$ cat config.mk
export PLATFORM = sky130hd
export DESIGN_NAME = rmmsq_ctrl
export DESIGN_NICKNAME = d
export VERILOG_FILES = /design/src/rtl/rmmsq_pkg.sv /design/src/rtl/rmmsq_ctrl.sv
export SDC_FILE = /design/constraint.sdc
export NUM_CORES = 1
export LEC_CHECK = 0
export BUFFER_PORTS_ARGS = -buffer_cell sky130_fd_sc_hd__buf_2
export CAP_MARGIN = 40
export CORE_AREA = 4 4 41 43
export CTS_CLUSTER_DIAMETER = 30
export DETAILED_ROUTE_END_ITERATION = 10
export DIE_AREA = 0 0 45 47
export GPL_ROUTABILITY_DRIVEN = 0
export GPL_TIMING_DRIVEN = 0
export PLACE_DENSITY = 0.54
export SETUP_SLACK_MARGIN = 0.4
export SYNTH_ARGS = -nofsm -noshare
export SYNTH_HDL_FRONTEND = slang
export SYNTH_SLANG_ARGS = --single-unit
$ cat constraint.sdc
create_clock -name clk -period 2.7 [get_ports clk]
set_clock_uncertainty 0.15 [all_clocks]
set_input_delay 0.81 -clock clk [delete_from_list [all_inputs] [get_ports clk]]
set_output_delay 0.81 -clock clk [all_outputs]
set_load 0.02 [all_outputs]
$ cat src/rtl/rmmsq_pkg.sv
// Shared types, request codes and controller states for the range spread query block.
package rmmsq_pkg;

  // Fixed field widths of the request and response transactions.
  localparam int unsigned REQ_W    = 2;
  localparam int unsigned VALUE_W  = 32;
  localparam int unsigned IDX_W    = 16;
  localparam int unsigned SPREAD_W = 32;

  // Request type codes.
  localparam logic [REQ_W-1:0] REQ_LOAD  = 2'd0;
  localparam logic [REQ_W-1:0] REQ_QUERY = 2'd1;
  localparam logic [REQ_W-1:0] REQ_CLEAR = 2'd2;

  // Request transaction payload.
  typedef struct packed {
    logic [REQ_W-1:0]          req_type;
    logic signed [VALUE_W-1:0] value;
    logic [IDX_W-1:0]          left_index;
    logic [IDX_W-1:0]          right_index;
  } req_t;

  // Response transaction payload.
  typedef struct packed {
    logic [SPREAD_W-1:0] spread;
    logic                status;
  } rsp_t;

  // Controller states.
  typedef enum logic [2:0] {
    ST_IDLE,
    ST_DECODE,
    ST_LOAD_LVL,
    ST_Q_LOG,
    ST_Q_RD1,
    ST_Q_RD2,
    ST_Q_CMB,
    ST_Q_OUT
  } state_t;

  // Commands from the controller to the datapath.
  typedef struct packed {
    logic capture;
    logic load_init;
    logic load_step;
    logic load_done;
    logic clear;
    logic q_err;
    logic q_len;
    logic q_log;
    logic q_rd1;
    logic q_rd2;
    logic q_cmb;
    logic out_load;
  } cmd_t;

  // Status from the datapath to the controller.
  typedef struct packed {
    logic [REQ_W-1:0] req_type;
    logic             full;
    logic             range_bad;
    logic             lvl_ok;
    logic             out_busy;
  } sts_t;

endpackage

$ cat src/rtl/rmmsq_ctrl.sv
// Controller state machine that sequences loads, clears and range queries.
module rmmsq_ctrl import rmmsq_pkg::*; (
  input  logic clk,
  input  logic rst,
  input  logic req_valid,
  output logic req_ready,
  input  sts_t sts,
  output cmd_t cmd
);

  state_t state;
  state_t state_next;

  // State register.
  always_ff @(posedge clk) begin
    if (rst) begin
      state <= ST_IDLE;
    end else begin
      state <= state_next;
    end
  end

  // Next-state logic.
  always_comb begin
    state_next = state;
    case (state)
      ST_IDLE: begin
        if (req_valid) state_next = ST_DECODE;
      end
      ST_DECODE: begin
        case (sts.req_type)
          REQ_LOAD: begin
            state_next = sts.full ? ST_IDLE : ST_LOAD_LVL;
          end
          REQ_QUERY: begin
            state_next = sts.range_bad ? ST_Q_OUT : ST_Q_LOG;
          end
          default: begin
            state_next = ST_IDLE;
          end
        endcase
      end
      ST_LOAD_LVL: begin
        if (!sts.lvl_ok) state_next = ST_IDLE;
      end
      ST_Q_LOG: state_next = ST_Q_RD1;
      ST_Q_RD1: state_next = ST_Q_RD2;
      ST_Q_RD2: state_next = ST_Q_CMB;
      ST_Q_CMB: state_next = ST_Q_OUT;
      ST_Q_OUT: begin
        if (!sts.out_busy) state_next = ST_IDLE;
      end
      default: state_next = ST_IDLE;
    endcase
  end

  // Command outputs.
  always_comb begin
    cmd       = '0;
    req_ready = 1'b0;
    case (state)
      ST_IDLE: begin
        req_ready   = 1'b1;
        cmd.capture = req_valid;
      end
      ST_DECODE: begin
        case (sts.req_type)
          REQ_LOAD: begin
            cmd.load_init = !sts.full;
          end
          REQ_QUERY: begin
            cmd.q_err = sts.range_bad;
            cmd.q_len = !sts.range_bad;
          end
          REQ_CLEAR: begin
            cmd.clear = 1'b1;
          end
          default: begin
          end
        endcase
      end
      ST_LOAD_LVL: begin
        cmd.load_step = sts.lvl_ok;
        cmd.load_done = !sts.lvl_ok;
      end
      ST_Q_LOG: cmd.q_log = 1'b1;
      ST_Q_RD1: cmd.q_rd1 = 1'b1;
      ST_Q_RD2: cmd.q_rd2 = 1'b1;
      ST_Q_CMB: cmd.q_cmb = 1'b1;
      ST_Q_OUT: cmd.out_load = !sts.out_busy;
      default: begin
      end
    endcase
  end

endmodule

# [Yosys cells after proc, flatten, opt, wreduce, memory -nomap -nowiden]
# Cells that the tools add are included.
[classes] eq_ne=12 n_mux=20 reduce_logical=7
[op_table] operator="$pmux 3 s8" count=1
[op_table] operator="$mux 3" count=5
[op_table] operator="$eq 3x3->1 const B" count=4
[op_table] operator="$mux 1" count=10
[op_table] operator="$eq 3x2->1 const B" count=2
[op_table] operator="$mux 2" count=3
[op_table] operator="$ne 2x2->1 const B" count=3
[op_table] operator="$pmux 3 s2" count=1
[op_table] operator="$logic_not 1->1" count=4
[op_table] operator="$eq 3x1->1 const B" count=1
[op_table] operator="$logic_not 3->1" count=1
[op_table] operator="$reduce_and 3->1" count=1
[op_table] operator="$eq 2x1->1 const B" count=1
[op_table] operator="$eq 2x2->1 const B" count=1
[op_table] operator="$logic_not 2->1" count=1
[word_totals] reg_bits=3 input_bits=9

# [Depth between registers and ports, before layout]
# Gate-level depths: netlist of run 1.
[logic_depth] ltp_word=3 ltp_mapped=3 mapped_depth_nobuf=3

# [Worst setup path before layout of run 1]
# OpenSTA, ideal clock, no wires.
[synth_timing] path_kind="input-to-output" startpoint="input sts[1] in the netlist's numbering" endpoint="output cmd[8] in the netlist's numbering" t_arrival_ps=1328 required_ps=1740 setup_slack_ps=412 stages=1 path_cell_list="nor3b_1"
[synth_between] elab_chain_len=2
[synth_lines] element="from (decl)" line="rmmsq_ctrl.sv:7" text="input sts_t sts,"
[synth_lines] element="$logic_not 1->1" line="rmmsq_ctrl.sv:84" text="cmd.load_done = !sts.lvl_ok;"
[synth_lines] element="$mux 2" line="rmmsq_ctrl.sv:61" text="case (state)"
[synth_lines] element="to (decl)" line="rmmsq_ctrl.sv:8" text="output cmd_t cmd"
# Every way passes these cells.

==> parameters.txt, run 1 <==
Parameter                              Value

STA
  Unrepaired setup endpoints after global routing ... true
  Headroom to the max-slew limit ... 83.7%
  Post-route setup TNS ... 0 ns
  Max Clock Freq ... 439 MHz
  Setup violation total in the final timing report ... 0
  Final-report max-slew violation count ... 0
  Minimum clock period after layout ... 2.28 ns
  Hold violation total from the final report ... 0
  Final critical-path share of the clock period ... 84.4%
  Actual slew at the worst max-slew pin ... 0.245 ns

Final layout
  Fraction of the core area covered by cells at the end of the flow ... 43.0%
  Fill cell instance count of the final layout ... 134
  NumNets Final ... 84
  Flip-flop count of the largest register, all copies and words added ... 3
  Area growth from synthesis to final layout ... 100%
  Register bank with the most flops ... state
  Layout cells sized above 1 ... 62.2%
  Antenna cells ... 0
  Top flop regs ... state x3

Logic synthesis
  Most used flip-flop cell after synthesis ... sky130_fd_sc_hd__dfxtp_1
  Library cells used by synthesis ... 22
  Post-synthesis sequential area ratio ... 21.5%
  Share of synthesized cell area in and, or, nand and nor gates ... 53.4%
  Share of the synthesized area in the top cell type ... 21.5%
  Combinational family with the most area after synthesis ... simple AND/OR/NAND/NOR gates
  Post-synth EDFFs ... 0
  Number of warnings reported in the yosys synthesis log ... 0
  Area share of xor/xnor cells in the synthesized design ... 0%
  Async set-or-reset flop fraction in the synthesized netlist ... 0%
  Post-Synthesis Mean Instance Area ... 7.34 um2
  Net count after synthesis ... 47
  Cell type with the largest total area after synthesis ... sky130_fd_sc_hd__dfxtp_1
  Post-synthesis instance total ... 38
  Post-synthesis share of cell area spent on full adders, half adders and majority gates ... 0%
  Flop and latch count out of synthesis ... 3
  Fraction of the mapped netlist area in compound gates ... 15.7%
  Biggest area contributors in the synthesized netlist ... sky130_fd_sc_hd__dfxtp_1 22%, sky130_fd_sc_hd__and2b_2 9.4%, sky130_fd_sc_hd__nor2_1 8.1%
  Post-synthesis instance area ... 279 um2
  Share of cell area taken by muxes after synthesis ... 3.59%

Critical path
  Critical register-to-register path startpoint ... state[1]$_SDFFE_PP0P_
  Critical path peak fanout ... 3
  CP startpoint ... sts[5]
  Ordered cell list for the critical path ... buf_8 > nor2_4 > nand4_1 > inv_1 > buf_6
  Bufs and invs on worst path ... 3
  Kind of launch point of the worst setup path ... primary input
  CP Class ... primary input to output pin
  Worst-path cell with the longest stage delay ... sky130_fd_sc_hd__nand4_1
  Worst endpoint required time ... 1.74 ns
  Kind of capture point of the worst setup path ... output pin
  Endpoint arrival time on the critical path ... 1.32 ns
  Crit path largest cell delay ... 0.12 ns
  Family with the most delay on the worst path ... buffers and inverters

Die
  Die Span X ... 45 um
  IO Pins ... 22
  Starting utilization of the core area ... 21.4%
  Die outline height ... 47 um
  Core Footprint ... 1300 um2
  Row Count ... 13
  Die ar. ... 2120 um2

Power and ir drop
  Power Total ... 188 uW
  Max rail drop VDD ... 143 uV
  Share of total power in sequential cells ... 27.8%
  Clk network pwr share ... 42.4%
  Pwr dens ... 335 nW/um2
  Internal power of the cells ... 131 uW
  Switching power share of the total ... 30.1%
  Leakage Power ... 0.000309 uW
  Net switching power of the design ... 56.5 uW
  Comb power frac ... 29.8%

CTS
  Number of buffers created by CTS ... 3
  Clock Path Buffers ... 2
  H-tree levels ... 1
  CTS sink count ... 3
  Post-CTS clock slew at the launch and capture registers of the worst setup and hold paths ... 0.04 ns
  Clk Latency, worst-skew pair ... 0.23 ns
  CTS tree ... built
  Root cell of the clock tree ... sky130_fd_sc_hd__clkbuf_4

Global routing
  Vias in the first global route ... 362
  Pin count of the biggest net entering global routing ... 11
  Sum of overflow across all layers after global routing ... 0
  Wire length of the first global-routing pass ... 1420 um
  Number of antenna violations at the first check in global routing ... 0
  Total GRT Usage ... 9.47%

Routing
  DRC violations left ... 0
  Final routed wire length divided by cell count ... 10.7 um
  Total detailed-routing wirelength ... 949 um
  Antenna Nets Post-Route ... 0
  Via density per instance ... 4.46
  Number of iterations in the first detailed-routing pass ... 2
  Via count ... 397
  First-iteration detailed-routing DRC count ... 5

Placed design
  Detailed placer's ending HPWL ... 633 um
  PortBufs ... 21

Run status
  Run status ... complete, no violations

Worst hold path
  Path type of the worst min-delay path ... register to register
  Startpoint of the tightest hold check path ... state[0]$_SDFFE_PP0P_

Run
  Number of maximum-capacitance violations ... 0
==> power by group through the flow <==
| stage | clock network [uW] | logic [uW] | registers, uW |
|---|---|---|---|
| after CTS | 81.9 | 51.7 | 52.1 |
| final | 79.6 | 55.8 | 52.2 |
| after floorplan | 0 | 28.2 | 51.3 |
| after global placement | 0 | 44.6 | 52.6 |
| after detailed placement | 0 | 45.1 | 52.5 |
| after global routing | 86.4 | 60.0 | 52.9 |
==> cells in the mapped netlist (2+ instances only) <==
| cell | count |
|---|---|
| sky130_fd_sc_hd__nor2_1 | 6 |
| sky130_fd_sc_hd__dfxtp_1 | 3 |
| sky130_fd_sc_hd__and2b_2 | 3 |
| sky130_fd_sc_hd__nand3_1 | 2 |
| sky130_fd_sc_hd__nor3b_1 | 2 |
| sky130_fd_sc_hd__inv_1 | 3 |
| sky130_fd_sc_hd__a21oi_1 | 2 |
| sky130_fd_sc_hd__and2_1 | 2 |
| sky130_fd_sc_hd__nand2_1 | 2 |
==> logic make-up after synthesis <==
family / Yosys count
simple gates: 24
compound gates: 6
buf+inv: 4
flops: 3
mux: 1
==> routing by layer <==
metal  track usage [%]  vias to the layer above  share of wire [%]
li1                  -                      205                  -
met2              17.2                       17                 49
met4              5.26                        0                1.8
met1              9.75                      173                 42
met3              2.68                        2                7.4
met5                 0                        -                  0
==> cell type report <==
cell class | count | area, um2 | area share [%]
plain buffers | 1 | 5.00 | 0.895
clock buffers | 4 | 26.3 | 4.70
inverters | 3 | 11.3 | 2.01
multi-input cells | 31 | 216 | 38.7
flip-flops and latches | 3 | 61.3 | 11.0
well taps | 15 | 18.8 | 3.36
repair buffers | 32 | 220 | 39.4
==> cell usage in the layout (no fill, tap or decap) <==
master	Yosys	routed
sky130_fd_sc_hd__a21oi_1	2	1
sky130_fd_sc_hd__a21oi_2	0	1
sky130_fd_sc_hd__a41oi_2	1	1
sky130_fd_sc_hd__and2_1	2	2
sky130_fd_sc_hd__and2b_2	3	3
sky130_fd_sc_hd__and3_1	1	1
sky130_fd_sc_hd__and3_2	1	1
sky130_fd_sc_hd__and3b_1	1	1
sky130_fd_sc_hd__buf_2	1	15
sky130_fd_sc_hd__buf_4	0	15
sky130_fd_sc_hd__buf_6	0	2
sky130_fd_sc_hd__buf_8	0	1
sky130_fd_sc_hd__clkbuf_1	0	1
sky130_fd_sc_hd__clkbuf_4	0	3
sky130_fd_sc_hd__dfxtp_1	3	2
sky130_fd_sc_hd__dfxtp_2	0	1
sky130_fd_sc_hd__inv_1	3	3
sky130_fd_sc_hd__mux2i_1	1	1
sky130_fd_sc_hd__nand2_1	2	2
sky130_fd_sc_hd__nand2b_1	1	1
sky130_fd_sc_hd__nand3_1	2	2
sky130_fd_sc_hd__nand4_1	1	1
sky130_fd_sc_hd__nor2_1	6	4
sky130_fd_sc_hd__nor2_2	0	1
sky130_fd_sc_hd__nor2_4	0	1
sky130_fd_sc_hd__nor3_1	1	1
sky130_fd_sc_hd__nor3b_1	2	2
sky130_fd_sc_hd__nor4b_2	1	1
sky130_fd_sc_hd__o21ai_0	1	1
sky130_fd_sc_hd__o21ai_1	1	1
sky130_fd_sc_hd__o21bai_1	1	1
==> repair_timing <==
item / in CTS / in global routing
setup buffers: 9 / 2
pin swaps: 5 / 4
gates resized for setup: 8 / 8
hold endpoints to repair: 0 / 0
setup endpoints to repair: 3 / 10
hold buffers: 0 / 0
==> worst register-to-register path, delay by kind of cell (launching register included) <==
family | cells | cell delay (ns)
buffers and inverters | 8 | 1.01
DFF | 1 | 0.37
and+or+nand+nor | 2 | 0.41
AOI/OAI and AO/OA | 1 | 0.11
==> path summary, 6_finish.rpt <==
| path | to | slack [ns] | cells past startpoint |
|---|---|---|---|
| worst max-delay path | cmd[6] | 0.42 | 5 |
| worst min-delay path | state[0]$_SDFFE_PP0P_ | 0.47 | 2 |
| worst min register to register | state[0]$_SDFFE_PP0P_ | 0.47 | 2 |
| worst max register to register | state[2]$_SDFFE_PP0P_ | 0.58 | 11 |
==> stage by stage <==
stage | instances | instance area (um2) | hold WS (ns) | worst slack (ns)
floorplan | 38 | 279 | 0.408 | 0.412
global placement | 74 | 403 | 0.471 | 0.281
detailed placement | 74 | 403 | 0.470 | 0.279
CTS | 87 | 522 | 0.475 | 0.388
global route | 89 | 559 | 0.531 | 0.370
finish | 89 | 559 | 0.473 | 0.421
Power figures use the tool's default switching activity.
==> inputs of run 2 (changes only) <==
--- a/config.mk
+++ b/config.mk
@@ -13,7 +13,7 @@
 export DIE_AREA = 0 0 45 47
 export GPL_ROUTABILITY_DRIVEN = 0
 export GPL_TIMING_DRIVEN = 0
-export PLACE_DENSITY = 0.54
+export PLACE_DENSITY = 0.56
 export SETUP_SLACK_MARGIN = 0.4
 export SYNTH_ARGS = -nofsm -noshare
 export SYNTH_HDL_FRONTEND = slang
==> constraint.sdc (replaced) <==
create_clock -name clk -period 2 [get_ports clk]
set_clock_uncertainty 0.15 [all_clocks]
set_input_delay 0.6 -clock clk [delete_from_list [all_inputs] [get_ports clk]]
set_output_delay 0.6 -clock clk [all_outputs]
set_load 0.02 [all_outputs]
==> run 2 against run 1 <==
Effect of this change: critical path depth shrank 1; routed wire length grew 38%; global-route usage grew 3.7 points; via count rose by 13%; register-to-register slack worse by 0.46 ns; clock-buffer cell count stayed put; cell area increased by 57%; sequential share of layout area shrank 2.8 points; largest power group is now combinational cells.
==> parameters.txt, run 2 (synthesis gave the netlist of run 1 again) <==
Parameter                              Value

Run status
  Run status ... complete, no violations

CTS
  Clk Latency, worst-skew pair ... 0.23 ns
  Root cell of the clock tree ... sky130_fd_sc_hd__clkbuf_4
  Post-CTS clock slew at the launch and capture registers of the worst setup and hold paths ... 0.03 ns
  CTS tree ... built
  H-tree levels ... 1
  Clock Path Buffers ... 2
  CTS sink count ... 3
  Number of buffers created by CTS ... 3

Worst hold path
  Path type of the worst min-delay path ... primary input to register

Placed design
  Total placed instance area ... 474 um2
  PortBufs ... 21
  Detailed placer's ending HPWL ... 655 um

Final layout
  Layout cells sized above 1 ... 88.1%
  Post-layout instance area ... 876 um2
  Register bank with the most flops ... state
  Area growth from synthesis to final layout ... 214%
  Flip-flop count of the largest register, all copies and words added ... 3
  Top flop regs ... state x3
  Most common cell after layout, fill and taps aside ... sky130_fd_sc_hd__buf_6
  Antenna cells ... 0
  Highest-count cells in the layout ignoring fill and taps ... 26 x sky130_fd_sc_hd__buf_6, 8 x sky130_fd_sc_hd__buf_2, 6 x sky130_fd_sc_hd__buf_4
  NumNets Final ... 94

Critical path
  Worst-path cell with the longest stage delay ... sky130_fd_sc_hd__dfxtp_4
  Worst endpoint required time ... 1.25 ns
  Kind of launch point of the worst setup path ... register
  Critical path peak fanout ... 5
  Family with the most delay on the worst path ... simple AND/OR/NAND/NOR gates
  Crit path largest cell delay ... 0.35 ns
  Ordered cell list for the critical path ... and2b_2 > nand4_1 > inv_2 > buf_6
  Bufs and invs on worst path ... 2
  Endpoint arrival time on the critical path ... 1.20 ns
  Kind of capture point of the worst setup path ... output pin
  CP Class ... register to output pin

Routing
  Highest Signal Layer ... met4
  Final routed wire length divided by cell count ... 13.2 um
  Via count ... 449
  First-iteration detailed-routing DRC count ... 6
  Via density per instance ... 4.54
  Antenna Nets Post-Route ... 0
  WL met2 ... 696 um
  Detailed-route wire length on metal 1 ... 495 um
  Length of routed met3 wiring ... 82 um
  Number of iterations in the first detailed-routing pass ... 4
  DRC violations left ... 0
  Total detailed-routing wirelength ... 1310 um

STA
  Final Hold Slack ... 0.419 ns
  Headroom to the max-slew limit ... 84.0%
  Final critical-path share of the clock period ... 97.3%
  Hold violation total from the final report ... 0
  Post-route setup TNS ... 0 ns
  Actual slew at the worst max-slew pin ... 0.233 ns
  Final-report max-slew violation count ... 0
  Max Clock Freq ... 514 MHz
  Unrepaired setup endpoints after global routing ... true
  Minimum clock period after layout ... 1.95 ns
  Setup violation total in the final timing report ... 0

Die
  Row Count ... 13
  Die outline height ... 47 um
  Starting utilization of the core area ... 21.4%
  Core Footprint ... 1300 um2
  Die Span X ... 45 um
  IO Pins ... 22
  Die ar. ... 2120 um2

Power and ir drop
  Leakage Power ... 0.000424 uW
  Max rail drop VDD ... 417 uV
  Net switching power of the design ... 96.2 uW
  Switching power share of the total ... 31.2%
  Internal power of the cells ... 212 uW
  Pwr dens ... 352 nW/um2
  Share of total power in sequential cells ... 22.2%
  Comb power frac ... 43.3%
  Clk network pwr share ... 34.5%

Global routing
  Vias in the first global route ... 459
  Total GRT Usage ... 13.2%
  Pin count of the biggest net entering global routing ... 6
  Wire length of the first global-routing pass ... 1940 um
  Number of antenna violations at the first check in global routing ... 0
  Sum of overflow across all layers after global routing ... 0

Run
  Number of maximum-capacitance violations ... 0
run 2: cell count changes in the layout (fill, tap and decap cells not counted), moves of 3 or more:
cell                      before  now
sky130_fd_sc_hd__nor2_1        4    1
sky130_fd_sc_hd__buf_4        15    6
sky130_fd_sc_hd__nor2_4        1    5
sky130_fd_sc_hd__buf_6         2   26
sky130_fd_sc_hd__buf_2        15    8
sky130_fd_sc_hd__dfxtp_4       0    3
run 2: cell type report:
class                           instances  area (um2)
Multi-Input combinational cell         31         308
Sequential cell                         3        71.3
Inverter                                3        11.3
Buffer                                  1        15.0
Tap cell                               15        18.8
Fill cell                             107         425
Clock buffer                            4        26.3
Timing Repair Buffer                   42         425
run 2: power by group through the flow:
stage / Sequential (uW) / Clock (uW) / Combinational (uW)
2_1_floorplan: 71.9 / 0 / 48.2
3_3_place_gp: 73.7 / 0 / 72.5
3_5_place_dp: 74.0 / 0 / 73.3
4_1_cts: 67.5 / 108 / 123
5_1_grt: 69.3 / 122 / 141
6_report: 68.4 / 106 / 133
run 2: per-layer routing:
metal | global-route usage (%) | vias to the layer above
met5 | 0 | -
met4 | 6.43 | 0
met3 | 4.98 | 4
met2 | 22.6 | 16
met1 | 14.4 | 206
li1 | - | 223
run 2: stage by stage:
| stage | util, % | worst slack [ns] | total power [uW] | cells |
|---|---|---|---|---|
| 2_1_floorplan | - | 0.275 | 120 | 38 |
| 3_3_place_gp | 36.4 | 0.0296 | 146 | 74 |
| 3_5_place_dp | 36.4 | 0.0262 | 147 | 74 |
| 4_1_cts | 61.3 | 0.0673 | 298 | 98 |
| 5_1_grt | 67.3 | -0.0375 | 333 | 99 |
| 6_report | 67.3 | 0.0548 | 308 | 99 |
run 2: worst paths after layout:
path                          from                     to  slack (ns)  depth (start not counted)
max          state[1]$_SDFFE_PP0P_                 cmd[6]        0.05                          4
min                            rst  state[2]$_SDFFE_PP0P_        0.42                          2
max reg2reg  state[1]$_SDFFE_PP0P_  state[2]$_SDFFE_PP0P_        0.12                         10
min reg2reg  state[0]$_SDFFE_PP0P_  state[0]$_SDFFE_PP0P_        0.53                          3
run 2: timing repair:
action	CTS	global route
setup buffers	19	1
endpoints found under the setup margin	13	15
pin swaps	7	4
cloned	1	0
hold buffers	0	0
resized for setup	33	21
==> inputs of run 3 (changes only) <==
--- a/config.mk
+++ b/config.mk
@@ -12,7 +12,7 @@
 export DETAILED_ROUTE_END_ITERATION = 10
 export DIE_AREA = 0 0 45 47
 export GPL_ROUTABILITY_DRIVEN = 0
-export GPL_TIMING_DRIVEN = 0
+export GPL_TIMING_DRIVEN = 1
 export PLACE_DENSITY = 0.56
 export SETUP_SLACK_MARGIN = 0.4
 export SYNTH_ARGS = -nofsm -noshare
==> run 3 against run 2 <==
Effect of this change: sequential cell count stayed put; worst hold slack hardly changed; total power shrank 6.4%; largest cell class unchanged; critical path type unchanged; via count down 5.8%; largest power group unchanged; clock-buffer cell count unchanged; clock power hardly changed.
==> parameters.txt, run 3 (synthesis gave the netlist of run 1 again) <==
Parameter                              Value

STA
  Headroom to the max-slew limit ... 84.8%
  Hold violation total from the final report ... 0
  Actual slew at the worst max-slew pin ... 0.222 ns
  Final critical-path share of the clock period ... 98.1%
  Max Clock Freq ... 510 MHz
  Minimum clock period after layout ... 1.96 ns
  Setup violation total in the final timing report ... 0
  Post-route setup TNS ... 0 ns
  Unrepaired setup endpoints after global routing ... true
  Final-report max-slew violation count ... 0

Final layout
  Flip-flop count of the largest register, all copies and words added ... 3
  Register bank with the most flops ... state
  Area growth from synthesis to final layout ... 170%
  Layout cells sized above 1 ... 86.3%
  Final cell count without fillers ... 95
  Top flop regs ... state x3
  NumNets Final ... 90
  Highest-count cells in the layout ignoring fill and taps ... 16 x sky130_fd_sc_hd__buf_6, 16 x sky130_fd_sc_hd__buf_4, 7 x sky130_fd_sc_hd__buf_2
  Antenna cells ... 0

CTS
  H-tree levels ... 1
  Clock Path Buffers ... 2
  CTS sink count ... 3
  Number of buffers created by CTS ... 3
  Post-CTS clock slew at the launch and capture registers of the worst setup and hold paths ... 0.04 ns
  Clk Latency, worst-skew pair ... 0.22 ns
  Root cell of the clock tree ... sky130_fd_sc_hd__clkbuf_4
  CTS tree ... built
  Number of buffers inserted for hold repair after clock tree synthesis ... 0

Worst hold path
  Path type of the worst min-delay path ... primary input to register

Routing
  Total detailed-routing wirelength ... 1090 um
  First-iteration detailed-routing DRC count ... 2
  Number of iterations in the first detailed-routing pass ... 2
  Via count ... 423
  Via density per instance ... 4.45
  DRC violations left ... 0
  Antenna Nets Post-Route ... 0
  Final routed wire length divided by cell count ... 11.5 um

Run
  Number of maximum-capacitance violations ... 0

Critical path
  Critical path peak fanout ... 4
  Kind of capture point of the worst setup path ... output pin
  Kind of launch point of the worst setup path ... register
  Worst endpoint required time ... 1.25 ns
  CP Class ... register to output pin
  Endpoint arrival time on the critical path ... 1.21 ns

Global routing
  Sum of overflow across all layers after global routing ... 0
  Number of antenna violations at the first check in global routing ... 0
  Vias in the first global route ... 387
  Pin count of the biggest net entering global routing ... 10
  Wire length of the first global-routing pass ... 1680 um
  Total GRT Usage ... 10.7%

Placed design
  PortBufs ... 21
  Placed Cells ... 74
  Detailed placer's ending HPWL ... 606 um

Die
  Die ar. ... 2120 um2
  IO Pins ... 22
  Starting utilization of the core area ... 21.4%
  Core Footprint ... 1300 um2
  Row Count ... 13
  Die outline height ... 47 um
  Die Span X ... 45 um

Power and ir drop
  Leakage Power ... 0.000369 uW
  Pwr dens ... 383 nW/um2
  Max rail drop VDD ... 307 uV
  Power Total ... 288 uW

Run status
  Run status ... complete, no violations
==> run 3: final cells by class <==
cell class	count	area [um2]
clock buffers	4	26.3
fillers	121	548
inverters	3	11.3
multi-input cells	31	290
flip-flops and latches	3	71.3
well taps	15	18.8
repair buffers	39	335
==> run 3: path summary, 6_finish.rpt <==
| path | cells after the start | slack, ns | startpoint | end |
|---|---|---|---|---|
| max | 4 | 0.04 | state[1]$_SDFFE_PP0P_ | cmd[9] |
| min | 2 | 0.42 | rst | state[2]$_SDFFE_PP0P_ |
| max reg2reg | 10 | 0.10 | state[1]$_SDFFE_PP0P_ | state[2]$_SDFFE_PP0P_ |
| min reg2reg | 2 | 0.45 | state[2]$_SDFFE_PP0P_ | state[1]$_SDFFE_PP0P_ |
==> run 3: where the power goes <==
part           leakage, uW  total, uW  switching [uW]  internal, uW
clock network    0.0000150        103            28.1          74.6
logic             0.000328        117            51.3          65.4
registers        0.0000267       68.7            6.04          62.7
==> run 3: layer usage <==
layer,wire (um),share of wire (%),vias up,global-route usage (%)
met1,464,42,199,13.6
met2,575,53,10,18.9
met3,52,4.8,0,2.30
met4,0,0,0,1.75
met5,0,0,-,0
li1,-,-,214,-
==> run 3: per-stage QoR <==
stage	worst slack [ns]	cell area [um2]	hold slack, ns	util [%]
global route	0.00102	753	0.419	57.9
global placement	0.0325	470	0.439	36.2
finish	0.0387	753	0.419	57.9
detailed placement	0.0307	470	0.447	36.2
CTS	0.0803	696	0.401	53.5
floorplan	0.275	350	0.407	-
==> run 3: worst max-delay path, stage by stage, from the launching register on <==
cell and delay [ns]:
sky130_fd_sc_hd__dfxtp_4 0.34, sky130_fd_sc_hd__buf_6 0.11, sky130_fd_sc_hd__and2b_2 0.20, sky130_fd_sc_hd__and3b_2 0.21
sky130_fd_sc_hd__buf_6 0.13
==> run 3: what timing repair did <==
action,in CTS,in global routing
buffers inserted,15,2
gates resized for setup,28,12
pin swaps,8,7
endpoints found under the setup margin,13,14
endpoints found under the hold margin,0,0
